`src/rtl/salru_pkg.sv`:
```
// ----------------------------------------------------------------------------
// salru_pkg
// Shared codes, widths and control types for the streaming-aware LRU core.
// ----------------------------------------------------------------------------
package salru_pkg;

  localparam int FUNC_W     = 2;
  localparam int SET_IDX_W  = 6;
  localparam int WAY_IDX_W  = 3;
  localparam int WLEN_W     = 9;
  localparam int PCT_W      = 7;
  localparam int CFG_IDX_W  = 1;
  localparam int CFG_DATA_W = 9;
  localparam int S_TDATA_W  = 16;
  localparam int M_TDATA_W  = 8;
  localparam int M_FIELDS_W = WAY_IDX_W + 2;

  localparam int SET_CODES      = 1 << SET_IDX_W;
  localparam int PCT_SCALE      = 100;
  localparam int WLEN_RST       = 32;
  localparam int PCT_RST        = 50;
  localparam int TIME_RST       = 2;
  localparam int NEAR_LRU_STAMP = 1;

  localparam logic [FUNC_W-1:0] FN_HIT    = 2'd0;
  localparam logic [FUNC_W-1:0] FN_INSERT = 2'd1;
  localparam logic [FUNC_W-1:0] FN_INVAL  = 2'd2;
  localparam logic [FUNC_W-1:0] FN_QUERY  = 2'd3;

  localparam logic [CFG_IDX_W-1:0] CFG_WINDOW_LENGTH = 1'b0;
  localparam logic [CFG_IDX_W-1:0] CFG_DEAD_PERCENT  = 1'b1;

  typedef enum logic [2:0] {
    ST_CLEAR,
    ST_IDLE,
    ST_READ,
    ST_UPDATE,
    ST_SCAN,
    ST_EVAL,
    ST_REPLY
  } salru_state_t;

  typedef struct packed {
    logic clr_wr;
    logic capture;
    logic update;
    logic scan_step;
    logic eval;
    logic load_out;
  } salru_cmd_t;

  typedef struct packed {
    logic clr_last;
    logic query;
    logic need_eval;
    logic scan_last;
    logic out_free;
  } salru_sts_t;

endpackage

```
`src/rtl/salru_ctrl.sv`:
```
// ----------------------------------------------------------------------------
// salru_ctrl
// Sequencer: clearing sweep, beat intake, metadata update, victim scan,
// phase evaluation and result hand-off.
// ----------------------------------------------------------------------------
module salru_ctrl (
  input  logic                 clk,
  input  logic                 rst,
  input  logic                 s_tvalid,
  output logic                 s_tready,
  input  salru_pkg::salru_sts_t sts,
  output salru_pkg::salru_cmd_t cmd
);
  import salru_pkg::*;

  salru_state_t state;
  salru_state_t state_next;

  always_ff @(posedge clk) begin
    if (rst) begin
      state <= ST_CLEAR;
    end else begin
      state <= state_next;
    end
  end

  always_comb begin
    state_next = state;
    cmd        = '0;
    s_tready   = 1'b0;
    unique case (state)
      ST_CLEAR: begin
        cmd.clr_wr = 1'b1;
        if (sts.clr_last) begin
          state_next = ST_IDLE;
        end
      end
      ST_IDLE: begin
        s_tready = 1'b1;
        if (s_tvalid) begin
          cmd.capture = 1'b1;
          state_next  = ST_READ;
        end
      end
      ST_READ: begin
        state_next = ST_UPDATE;
      end
      ST_UPDATE: begin
        cmd.update = 1'b1;
        priority if (sts.query) begin
          state_next = ST_SCAN;
        end else if (sts.need_eval) begin
          state_next = ST_EVAL;
        end else begin
          state_next = ST_REPLY;
        end
      end
      ST_SCAN: begin
        cmd.scan_step = 1'b1;
        if (sts.scan_last) begin
          state_next = ST_REPLY;
        end
      end
      ST_EVAL: begin
        cmd.eval   = 1'b1;
        state_next = ST_REPLY;
      end
      ST_REPLY: begin
        if (sts.out_free) begin
          cmd.load_out = 1'b1;
          state_next   = ST_IDLE;
        end
      end
      default: begin
        state_next = ST_CLEAR;
      end
    endcase
  end

endmodule

```
`config.mk`:
```
export PLATFORM = sky130hd
export DESIGN_NAME = salru_ctrl
export DESIGN_NICKNAME = d
export VERILOG_FILES = /design/src/rtl/salru_pkg.sv /design/src/rtl/salru_ctrl.sv
export SDC_FILE = /design/constraint.sdc
export NUM_CORES = 1
export LEC_CHECK = 0
export BUFFER_PORTS_ARGS = -buffer_cell sky130_fd_sc_hd__buf_2
export CAP_MARGIN = 20
export CORE_AREA = 2 2 39 41
export DETAILED_ROUTE_END_ITERATION = 10
export DIE_AREA = 0 0 41 43
export PLACE_DENSITY = 0.45
export SLEW_MARGIN = 10
export SYNTH_ARGS = -nofsm -noshare
export SYNTH_HDL_FRONTEND = slang
export SYNTH_SLANG_ARGS = --single-unit
```
`constraint.sdc`:
```
create_clock -name clk -period 2.52 [get_ports clk]
set_input_delay 0.378 -clock clk [delete_from_list [all_inputs] [get_ports clk]]
set_output_delay 0.378 -clock clk [all_outputs]
set_load 0.05 [all_outputs]
```
Word-level counts from Yosys, hierarchy flattened
Cells that the tools add are included.
{ "classes": {"n_eq_ne": 10, "muxes": 16, "reduce_logical": 2} }
{ "ops": {"columns": ["op", "n"], "rows": [
  ["case mux 3 bit (7 select lines)", 1],
  ["2-to-1 mux 3 bit", 5],
  ["equality test 3 bit, second input constant", 3],
  ["2-to-1 mux 1 bit", 9],
  ["!= test 2 bit, second input constant", 4],
  ["equality test 3 x 2 -> 1 bit, second input constant", 2],
  ["AND reduction 4 bit", 1],
  ["equality test 3 x 1 -> 1 bit, second input constant", 1],
  ["zero test 3 bit", 1],
  ["2-to-1 mux 2 bit", 1]
]} }
{ "word_totals": {"regBits": 3, "elab_cells": 29} }

Depth between registers and ports, before layout
Gate-level depths: netlist (run 1).
{ "depth": {"depth_word": 3, "depth_mapped": 4, "mapped_depth_nobuf": 3} }

Worst setup path after synthesis (run 1)
OpenSTA, ideal clock, no wires.
{ "synth_path": {"path_type": "reg-to-output", "from": "register state[2]", "to": "output port cmd[0] (netlist bit)", "arrival_time_ns": 1.224, "required_ns": 2.142, "setup_slack_ns": 0.918, "stages_incl_launch_ff": 3, "n_path_buf": 0, "path_cell_list": "dfxtp_1 -> nand2b_4 -> nor2_1"} }
{ "synth_rtl": {"columns": ["element", "line_no", "text"], "rows": [
  ["from (decl)", "salru_ctrl.sv:16", "salru_state_t state;"],
  ["from (signal assigned)", "salru_ctrl.sv:23", "state <= state_next;"],
  ["to (decl)", "salru_ctrl.sv:12", "output salru_pkg::salru_cmd_t cmd"]
]} }

==> summary.md, run 1 <==
| Metric | Value |
|---|---|
| Post-synth top area share | between 20% and 30% |
| Post-cts resize count | 0 |
| DP HPWL | between 400 and 500 um |
| Post-route cell area | a little under 400 um^2 |
| Routed wire length | between 600 and 700 um |
| Most frequent cell after synthesis | nor2_1 |
| RSZ-0062 raised after global routing | false |
| Final critical-path share of the clock period | between 60% and 70% |
| Final hold viol count | 0 |
| Share of cells above drive strength 1 | 48.0% |
| Setup violators final | 0 |
| Largest net degree at the start of global routing | 13 |
| Total track usage | under 10% |
| Max reg flops | 3 |
| Worst r2r dst | state[1]$_SDFFE_PP0P_ |
| Total die area | 1760 um^2 |
| Fin util | between 20% and 30% |
| Synth Cell Area | approximately 290 um^2 |
| IO Port Bufs | 14 |
| Chip Width | between 40 and 50 um |
| Total Nets Final | between 50 and 60 |
| CORE AREA | ~1400 um^2 |
| Setup CP Type | register to output port |
| Routability cong. | 0.630 |
| Syn_nets | 42 |
| Hold Buf Count CTS | 0 |
| Die Height | about 43 um |
| Main synth FF type | dfxtp_1 |
| Status | completed |
| Layout area overhead | 35.1% |
| Total power | 421 uW |
| Ys Warns | 0 |
| Post-synth ARST share | 0% |
| Root buf cell | clkbuf_4 |
| Register area share after synthesis | 20.8% |
| Max Cap Viol | 0 |
| CTS Buf Count | 3 |
| Fillers | ~160 |
| Worst VDD drop | 357 uV |
| Mean Syn Cell Area | between 8 and 9 um^2 |
| Clk_lat worst skew | approximately 230 ps |
| DRT Pass-1 Iters | 2 |
| Number of synthesized flops with an enable pin | 0 |
| Maximum fanout along the worst path | 12 |
| Buf/Inv on CP | 1 |
| Pins Over Slew Limit | 0 |
| CP startpoint kind | register |
| Leak | 0.187 nW |
| Worst EP arrival | ~1300 ps |
| Area leader, netlist | dfxtp_1 |
| R2R cell count | 3 |
| Vias | roughly 290 |
| Final TNS setup | 0 ps |
| Num rows | 14 |
| Slowest CP cell | dfxtp_1 |
| Required @ worst endpoint | between 2000 and 2500 ps |
| Clk sink count | 3 |
| Htree depth | 1 |
| Worst hold path class | primary input to register |
| Most common library cells after synthesis | 6 x nor2_1, 3 x dfxtp_1, 3 x nand2_1 |
| TritonCTS clock tree | built |
| Minimum clock period | roughly 1700 ps |
| Post-DRT Antenna Nets | 0 |
| Slew at the pin closest to its max-slew limit | ~380 ps |
| Synth unique cells | 21 |
| CP delay by family, top | flip-flops |
| Clock Skew | between 2 and 2.5 ps |
| Iter 0 DRT Violations | 2 |
| Biggest register | state |
| Post-CTS Setup Inserts | 0 |
| Biggest registers after layout | state x3 |
| Reg-to-reg startpoint | state[1]$_SDFFE_PP0P_ |
| Worst setup EP type | output port |
| Reg area | roughly 60 um^2 |
| Worst path max stage delay | roughly 540 ps |
| Routed WL per cell | roughly 9.5 um |
| Hold depth | 3 |
| Flop2flop setup slack | about 1200 ps |
| Reg clk slew, reported paths | about 40 ps |
| Antenna violations before repair | 0 |
| Vias per cell | about 4.4 |
| GRT overflow | 0 |
| Gate Count Post-Synth | 34 |
| # IOs | 15 |
| Starting Density | 20.9% |
| Drt drc | 0 |
| Vias in the first global route | 230 |
| Hold Startpoint | rst |
| Top cells by area, synth | dfxtp_1 21%, nor2_1 7.8%, mux2i_1 6.9%, a2bb2oi_2 5.2%, buf_4 5.2% |
| Hold EP | state[2]$_SDFFE_PP0P_ |
| Cell Pwr Density | around 1100 nW/um^2 |
| Clk buf depth | 2 |
| Antenna diode count | 0 |
| Slew headroom | 74.4% |
| First-pass GRT wire length | approximately 830 um |
| Max Fclk | 0.598 GHz |
| Worst-path cell chain | nor2_1 > and3_1 > buf_2 |
| Synthesized flop and latch total | 3 |
| Dpl cell area | around 360 um^2 |
| Area of the multi-input gates | around 210 um^2 |
## worst max path at each step
stage / cells after the start / end / from
final: 3 / cmd[4] / state[1]$_SDFFE_PP0P_
after detailed placement: 3 / cmd[4] / state[1]$_SDFFE_PP0P_
after floorplan: 2 / cmd[0] / state[2]$_SDFFE_PP0P_
after global placement: 3 / cmd[3] / state[0]$_SDFFE_PP0P_
after CTS: 3 / cmd[3] / state[0]$_SDFFE_PP0P_
after global routing: 3 / cmd[4] / state[1]$_SDFFE_PP0P_
## logic make-up (layout without fill, tap and decap cells)
logic type	Yosys count	in the layout	share of synthesized area [%]
compound gates	7	7	19.5
buf+inv	3	19	6.49
simple gates	18	18	41.1
flops	3	3	20.8
mux	3	3	12.1
## stage by stage
stage	hold WS [ps]	std cells	setup WS (ps)
after global routing	481	66	753
final	462	66	849
after global placement	623	62	1090
after floorplan	553	34	918
after detailed placement	632	62	1090
after CTS	456	66	838
## power by group
group | leakage (nW) | internal, mW | switching (mW)
registers | 0.0246 | 0.0620 | 0.0422
logic | 0.147 | 0.0864 | 0.146
clock network | 0.0150 | 0.0594 | 0.0252
total | 0.187 | 0.208 | 0.213
## worst reg2reg max path: stages (launching register included)
cell	delay [ps]
dfxtp_1	540
mux2_4	360
a2bb2oi_2	150
a31o_1	180
## placed cells by master (no fill, tap or decap), drive strengths merged, types with 2 or more instances in the layout
cell type	synthesis	layout
dfxtp	3	3
nand2	3	3
and2	2	2
o21a	2	2
mux2i	2	2
nor2	6	6
buf	2	14
o21ai	2	2
clkbuf	0	4
## final cells by class
| class | instances | area share, % |
|---|---|---|
| multi-input combinational | 28 | 53.8 |
| timing repair buffer | 14 | 17.9 |
| sequential | 3 | 15.4 |
| clock buffer | 4 | 6.73 |
| tap | 16 | 5.13 |
| inverter | 1 | 0.962 |
## routing by layer
| layer | GRT usage (%) | routed length (um) | up-vias |
|---|---|---|---|
| met1 | 8.04 | 293 | 124 |
| li1 | - | - | 153 |
| met3 | 3.14 | 61 | 0 |
| met5 | 0 | 0 | - |
| met4 | 6.00 | 0 | 0 |
| met2 | 10.3 | 272 | 11 |
Power figures use the tool's default switching activity.
==> inputs of run 2 (changes only) <==
--- a/config.mk
+++ b/config.mk
@@ -10,7 +10,7 @@
 export CORE_AREA = 2 2 39 41
 export DETAILED_ROUTE_END_ITERATION = 10
 export DIE_AREA = 0 0 41 43
-export PLACE_DENSITY = 0.45
+export PLACE_DENSITY = 0.47
 export SLEW_MARGIN = 10
 export SYNTH_ARGS = -nofsm -noshare
 export SYNTH_HDL_FRONTEND = slang
==> constraint.sdc (replaced) <==
create_clock -name clk -period 1.4 [get_ports clk]
set_input_delay 0.21 -clock clk [delete_from_list [all_inputs] [get_ports clk]]
set_output_delay 0.21 -clock clk [all_outputs]
set_load 0.05 [all_outputs]
==> summary.md, run 2 (synthesis gave the netlist of run 1 again) <==
| Metric | Value |
|---|---|
| CTS Buf Count | 3 |
| Most frequent cells in the layout | 10 x buf_2, 5 x buf_4, 4 x nor2_2, 4 x clkbuf_4 |
| Antenna violations before repair | 0 |
| Post-DRT Antenna Nets | 0 |
| Routability cong. | 0.671 |
| Final non-filler cell total | 69 |
| Commonest non-fill, non-tap cell in the layout | buf_2 |
| Antenna diode count | 0 |
| Flop2flop setup slack | 220 ps |
| Minimum clock period | 1330 ps |
| DP HPWL | roughly 550 um |
| Routed WL per cell | 10.2 um |
| Slew headroom | between 80% and 90% |
| Sw power | ~410 uW |
| Reg clk slew, reported paths | roughly 40 ps |
| CP Depth | 3 |
| DRT Pass-1 Iters | 4 |
| Die Height | ~43 um |
| Leak | 0.207 nW |
| Combinational power share | 61.7% |
| Worst EP arrival | about 1100 ps |
| Root buf cell | clkbuf_4 |
| R2R cell count | 3 |
| Setup CP Type | register to output port |
| Cell Pwr Density | 1950 nW/um^2 |
| Clk sink count | 3 |
| CP startpoint kind | register |
| Max reg flops | 3 |
| Crit path capture | cmd[5] |
| Placed insts | 65 |
| Clk buf depth | 2 |
| Routed wire length | a little over 700 um |
| Final critical-path share of the clock period | 94.9% |
| Seq pwr share | 20.9% |
| Clk_lat worst skew | around 230 ps |
| Slew at the pin closest to its max-slew limit | 272 ps |
| Worst VDD drop | around 630 uV |
| Num rows | 14 |
| CP delay by family, top | flip-flops |
| Worst path max stage delay | between 300 and 400 ps |
| Status | completed |
| Dpl cell area | 400 um^2 |
| Htree depth | 1 |
| Largest net degree at the start of global routing | 11 |
| Vias per cell | about 4.4 |
| Buf/Inv on CP | 2 |
| Max Cap Viol | 0 |
| Clock Power Share | roughly 18% |
| Reg-to-reg startpoint | state[1]$_SDFFE_PP0P_ |
| Vias | between 300 and 400 |
| Total track usage | roughly a tenth |
| Chip Width | 41 um |
| Final Hold Slack | 312 ps |
| Total die area | 1760 um^2 |
| TritonCTS clock tree | built |
| Starting Density | 20.9% |
| Maximum fanout along the worst path | 10 |
| CORE AREA | approximately 1400 um^2 |
| Pins Over Slew Limit | 0 |
| Net Sw Frac | ~47% |
| RSZ-0062 raised after global routing | false |
| IO Port Bufs | 14 |
| Required @ worst endpoint | 1190 ps |
| Biggest register | state |
| Post-route cell area | between 400 and 500 um^2 |
| Vias in the first global route | roughly 290 |
| Drt drc | 0 |
| First-pass GRT wire length | 1.13 mm |
| Int Power | 457 uW |
| Total Nets Final | 62 |
| Max Fclk | about 0.75 GHz |
| Clock Skew | approximately 2.9 ps |
| Layout area overhead | 54.5% |
| Biggest registers after layout | state x3 |
| Slowest CP cell | dfxtp_2 |
| Final hold viol count | 0 |
| Worst-path cell chain | buf_4 > nor3_4 > buf_6 |
| Post-CTS Setup Inserts | 0 |
| # IOs | 15 |
| Setup violators final | 0 |
| Fin util | about 32% |
| Worst r2r dst | state[1]$_SDFFE_PP0P_ |
| CP startpoint | state[1]$_SDFFE_PP0P_ |
| Share of cells above drive strength 1 | about 64% |
| Iter 0 DRT Violations | 8 |
| Worst hold path class | primary input to register |
| Worst setup EP type | output port |
| GRT overflow | 0 |
run 2: cell count changes in the layout (fill, tap and decap cells not counted), moves of 3 or more:
cell     before  now
dfxtp_2       0    3
nor2_1        6    2
buf_2        14   10
buf_4         0    5
dfxtp_1       3    0
nor2_2        0    4
run 2: worst register-to-register path: stages (launching register included):
cell and delay [ps]:
dfxtp_2 420, mux2_4 340, a2bb2oi_2 140, a31o_1 170
run 2: power groups by stage:
stage	Sequential, mW	Clock [mW]	Combinational (mW)
floorplan	0.136	0	0.437
global placement	0.175	0	0.498
detailed placement	0.175	0	0.498
CTS	0.178	0.158	0.541
global route	0.190	0.172	0.574
finish	0.181	0.152	0.536
run 2: worst min-delay path by stage:
stage,slack (ps),cells after the start,end,startpoint
global route,310,3,state[2]$_SDFFE_PP0P_,rst
global placement,560,3,state[2]$_SDFFE_PP0P_,rst
finish,310,3,state[2]$_SDFFE_PP0P_,rst
floorplan,380,2,state[2]$_SDFFE_PP0P_,rst
CTS,320,3,state[2]$_SDFFE_PP0P_,rst
detailed placement,550,3,state[2]$_SDFFE_PP0P_,rst
run 2: timing repair:
action | 4_1_cts | 5_1_grt
hold buffers | 0 | 0
setup endpoints to repair | 7 | 6
resized for setup | 6 | 3
hold endpoints to repair | 0 | 0
run 2: area by class of cell:
cell class	instances	area [um^2]
well taps	16	20.0
flip-flops and latches	3	63.8
multi-input cells	28	226
inverters	1	3.75
repair buffers	17	106
fillers	158	937
clock buffers	4	26.3
run 2: metal layers:
layer,wire length (um),track usage [%]
met5,0,0
met2,324,14.4
met3,63,4.71
met4,0,4.00
met1,318,10.3
run 2: stage by stage:
stage / power [mW] / setup WS, ps / TNS [ps]
after floorplan: 0.573 / 50.5 / 0
after global placement: 0.673 / 150 / 0
after detailed placement: 0.673 / 126 / 0
after CTS: 0.877 / -0.530 / -0.530
after global routing: 0.936 / 9.44 / 0
final: 0.870 / 71.0 / 0
==> inputs of run 3 (changes only) <==
--- a/config.mk
+++ b/config.mk
@@ -5,12 +5,13 @@
 export SDC_FILE = /design/constraint.sdc
 export NUM_CORES = 1
 export LEC_CHECK = 0
+export ABC_AREA = 1
 export BUFFER_PORTS_ARGS = -buffer_cell sky130_fd_sc_hd__buf_2
 export CAP_MARGIN = 20
 export CORE_AREA = 2 2 39 41
 export DETAILED_ROUTE_END_ITERATION = 10
 export DIE_AREA = 0 0 41 43
-export PLACE_DENSITY = 0.47
+export PLACE_DENSITY = 0.49
 export SLEW_MARGIN = 10
 export SYNTH_ARGS = -nofsm -noshare
 export SYNTH_HDL_FRONTEND = slang
==> summary.md, run 3 <==
| Metric | Value |
|---|---|
| Status | completed |
| Clock Skew | between 0.4 and 0.5 ps |
| GRT overflow | 0 |
| Total die area | approximately 1800 um^2 |
| Register area share after synthesis | about a fifth |
| Routed wire length | between 600 and 700 um |
| CTS Buf Count | 3 |
| Chip Width | 41 um |
| Max reg flops | 3 |
| Gate Count Post-Synth | 54 |
| Pins Over Slew Limit | 0 |
| Max Cap Viol | 0 |
| Fin util | 34.1% |
| CORE AREA | ~1400 um^2 |
| Biggest register | state |
| Post-DRT Antenna Nets | 0 |
| Routability cong. | between 0.7 and 0.8 |
| Reg clk slew, reported paths | roughly 40 ps |
| Fillers | around 170 |
| Hold Startpoint | rst |
| Clk buf depth | 2 |
| Fraction of the mapped netlist area in adder cells | 0% |
| Num rows | 14 |
| Dpl ws | around 90 ps |
| Area leader, netlist | dfxtp_1 |
| Post-synthesis compound-gate area fraction | under 10% |
| Largest net degree at the start of global routing | 10 |
| # IOs | 15 |
| Slew at the pin closest to its max-slew limit | 250 ps |
| Post-Synth Simple-Gate Area | between 50% and 60% |
| Placed insts | between 80 and 90 |
| Antenna diode count | 0 |
| Iter 0 DRT Violations | 3 |
| Drt drc | 0 |
| Post-synth top area share | 19.3% |
| Reg-to-reg startpoint | state[1]$_SDFFE_PP0P_ |
| Total track usage | under 10% |
| Required @ worst endpoint | 1190 ps |
| Synth unique cells | 15 |
| Synth Cell Area | 312 um^2 |
| Biggest registers after layout | state x3 |
| Mean Syn Cell Area | slightly below 6 um^2 |
| Post-Synth XOR/XNOR Area | 0% |
| Vias per cell | 3.99 |
| First-pass GRT wire length | approximately 1.1 mm |
| DP HPWL | approximately 520 um |
| Final non-filler cell total | 87 |
| Synthesized flop and latch total | 3 |
| Worst VDD drop | 511 uV |
| Starting Density | about 23% |
| Total Nets Final | 80 |
| Clk sink count | 3 |
| DRT Pass-1 Iters | 3 |
| Die Height | about 43 um |
| Vias in the first global route | ~280 |
| Post-synthesis mux area share | 0% |
| Worst setup EP type | output port |
| Htree depth | 1 |
| Routed WL per cell | ~7.4 um |
| CP startpoint | state[1]$_SDFFE_PP0P_ |
| IO Port Bufs | 14 |
| Final hold viol count | 0 |
| Total power | ~1.1 mW |
| Root buf cell | clkbuf_4 |
| Syn_nets | 62 |
| Hold Buf Count CTS | 0 |
| Worst-path cell chain | nor2_2 > inv_1 > nor2_1 > clkbuf_4 |
| Vias | between 300 and 400 |
| Number of synthesized flops with an enable pin | 0 |
| Setup violators final | 0 |
| Antenna violations before repair | 0 |
| CP startpoint kind | register |
| Maximum fanout along the worst path | 8 |
| Setup ws final | ~58 ps |
| Minimum clock period | about 1300 ps |
| Layout area overhead | 51.4% |
| Leak | approximately 0.26 nW |
| Slew headroom | approximately 83% |
| Main synth FF type | dfxtp_1 |
| Worst path max stage delay | between 300 and 400 ps |
| Share of cells above drive strength 1 | between 40% and 50% |
| Post-synth ARST share | 0% |
| Ys Warns | 0 |
| Most common library cells after synthesis | 12 x nor2_1, 10 x nand2_1, 9 x inv_1 |
| Combinational family with the most area after synthesis | simple AND/OR/NAND/NOR gates |
| Most frequent cell after synthesis | nor2_1 |
| Cell Pwr Density | ~2200 nW/um^2 |
| Top cells by area, synth | dfxtp_1 19%, nor2_1 14%, nand2_1 12%, inv_1 11%, nor2_4 7.2% |
| Final critical-path share of the clock period | a little over nine tenths |
| Max Fclk | 0.745 GHz |
| Slowest CP cell | dfxtp_2 |
| Worst hold path class | primary input to register |
| Setup CP Type | register to output port |
| Clk_lat worst skew | ~230 ps |
| TritonCTS clock tree | built |
| Worst EP arrival | between 1000 and 1500 ps |
| Most frequent cells in the layout | 10 x nand2_1, 10 x nor2_1, 9 x inv_1, 7 x buf_2 |
==> run 3: critical path, delay by kind of cell, from the launching register on <==
| family | cells | cell delay [ps] |
|---|---|---|
| and+or+nand+nor | 2 | 240 |
| DFF | 1 | 360 |
| buffers and inverters | 2 | 300 |
==> run 3: layout make-up <==
class                      instances  area (um^2)  share of cell area [%]
clock buffer                       4         26.3                    5.57
timing repair buffer              14         98.8                    21.0
inverter                          11         46.3                    9.81
tap                               16         20.0                    4.24
multi-input combinational         39          214                    45.4
sequential                         3         66.3                    14.1
==> run 3: cells by family after synthesis <==
group           Yosys count
simple gates             35
flops                     3
buf+inv                  12
compound gates            4
==> run 3: what timing repair did <==
action                     4_1_cts  5_1_grt
resized for setup                6       12
setup buffers                    0        0
setup endpoints to repair        7        7
==> run 3: through the flow <==
stage | TNS [ps] | area (um^2) | hold WS [ps]
2_1_floorplan | -112 | 327 | 377
3_3_place_gp | 0 | 405 | 482
3_5_place_dp | 0 | 405 | 481
4_1_cts | 0 | 444 | 224
5_1_grt | -13.7 | 472 | 245
6_report | 0 | 472 | 232
==> run 3: per-layer routing <==
metal | vias up | global-route usage, % | wire (um)
met5 | - | 0 | 0
met2 | 9 | 13.8 | 331
met1 | 145 | 10.3 | 278
met4 | 0 | 8.00 | 0
met3 | 0 | 4.71 | 32
li1 | 193 | - | -
==> run 3: report_power, final <==
part	total (mW)	switching [mW]	internal, mW
Sequential	0.205	0.0739	0.131
Clock	0.151	0.0441	0.107
Combinational	0.702	0.456	0.246
Total	1.06	0.574	0.484
==> run 3: final timing paths <==
path | endpoint | slack, ps | cells past startpoint
setup / recovery | cmd[5] | 60 | 4
hold / removal | state[1]$_SDFFE_PP0P_ | 230 | 4
setup reg to reg | state[0]$_SDFFE_PP0P_ | 300 | 7
hold reg to reg | state[2]$_SDFFE_PP0P_ | 540 | 2
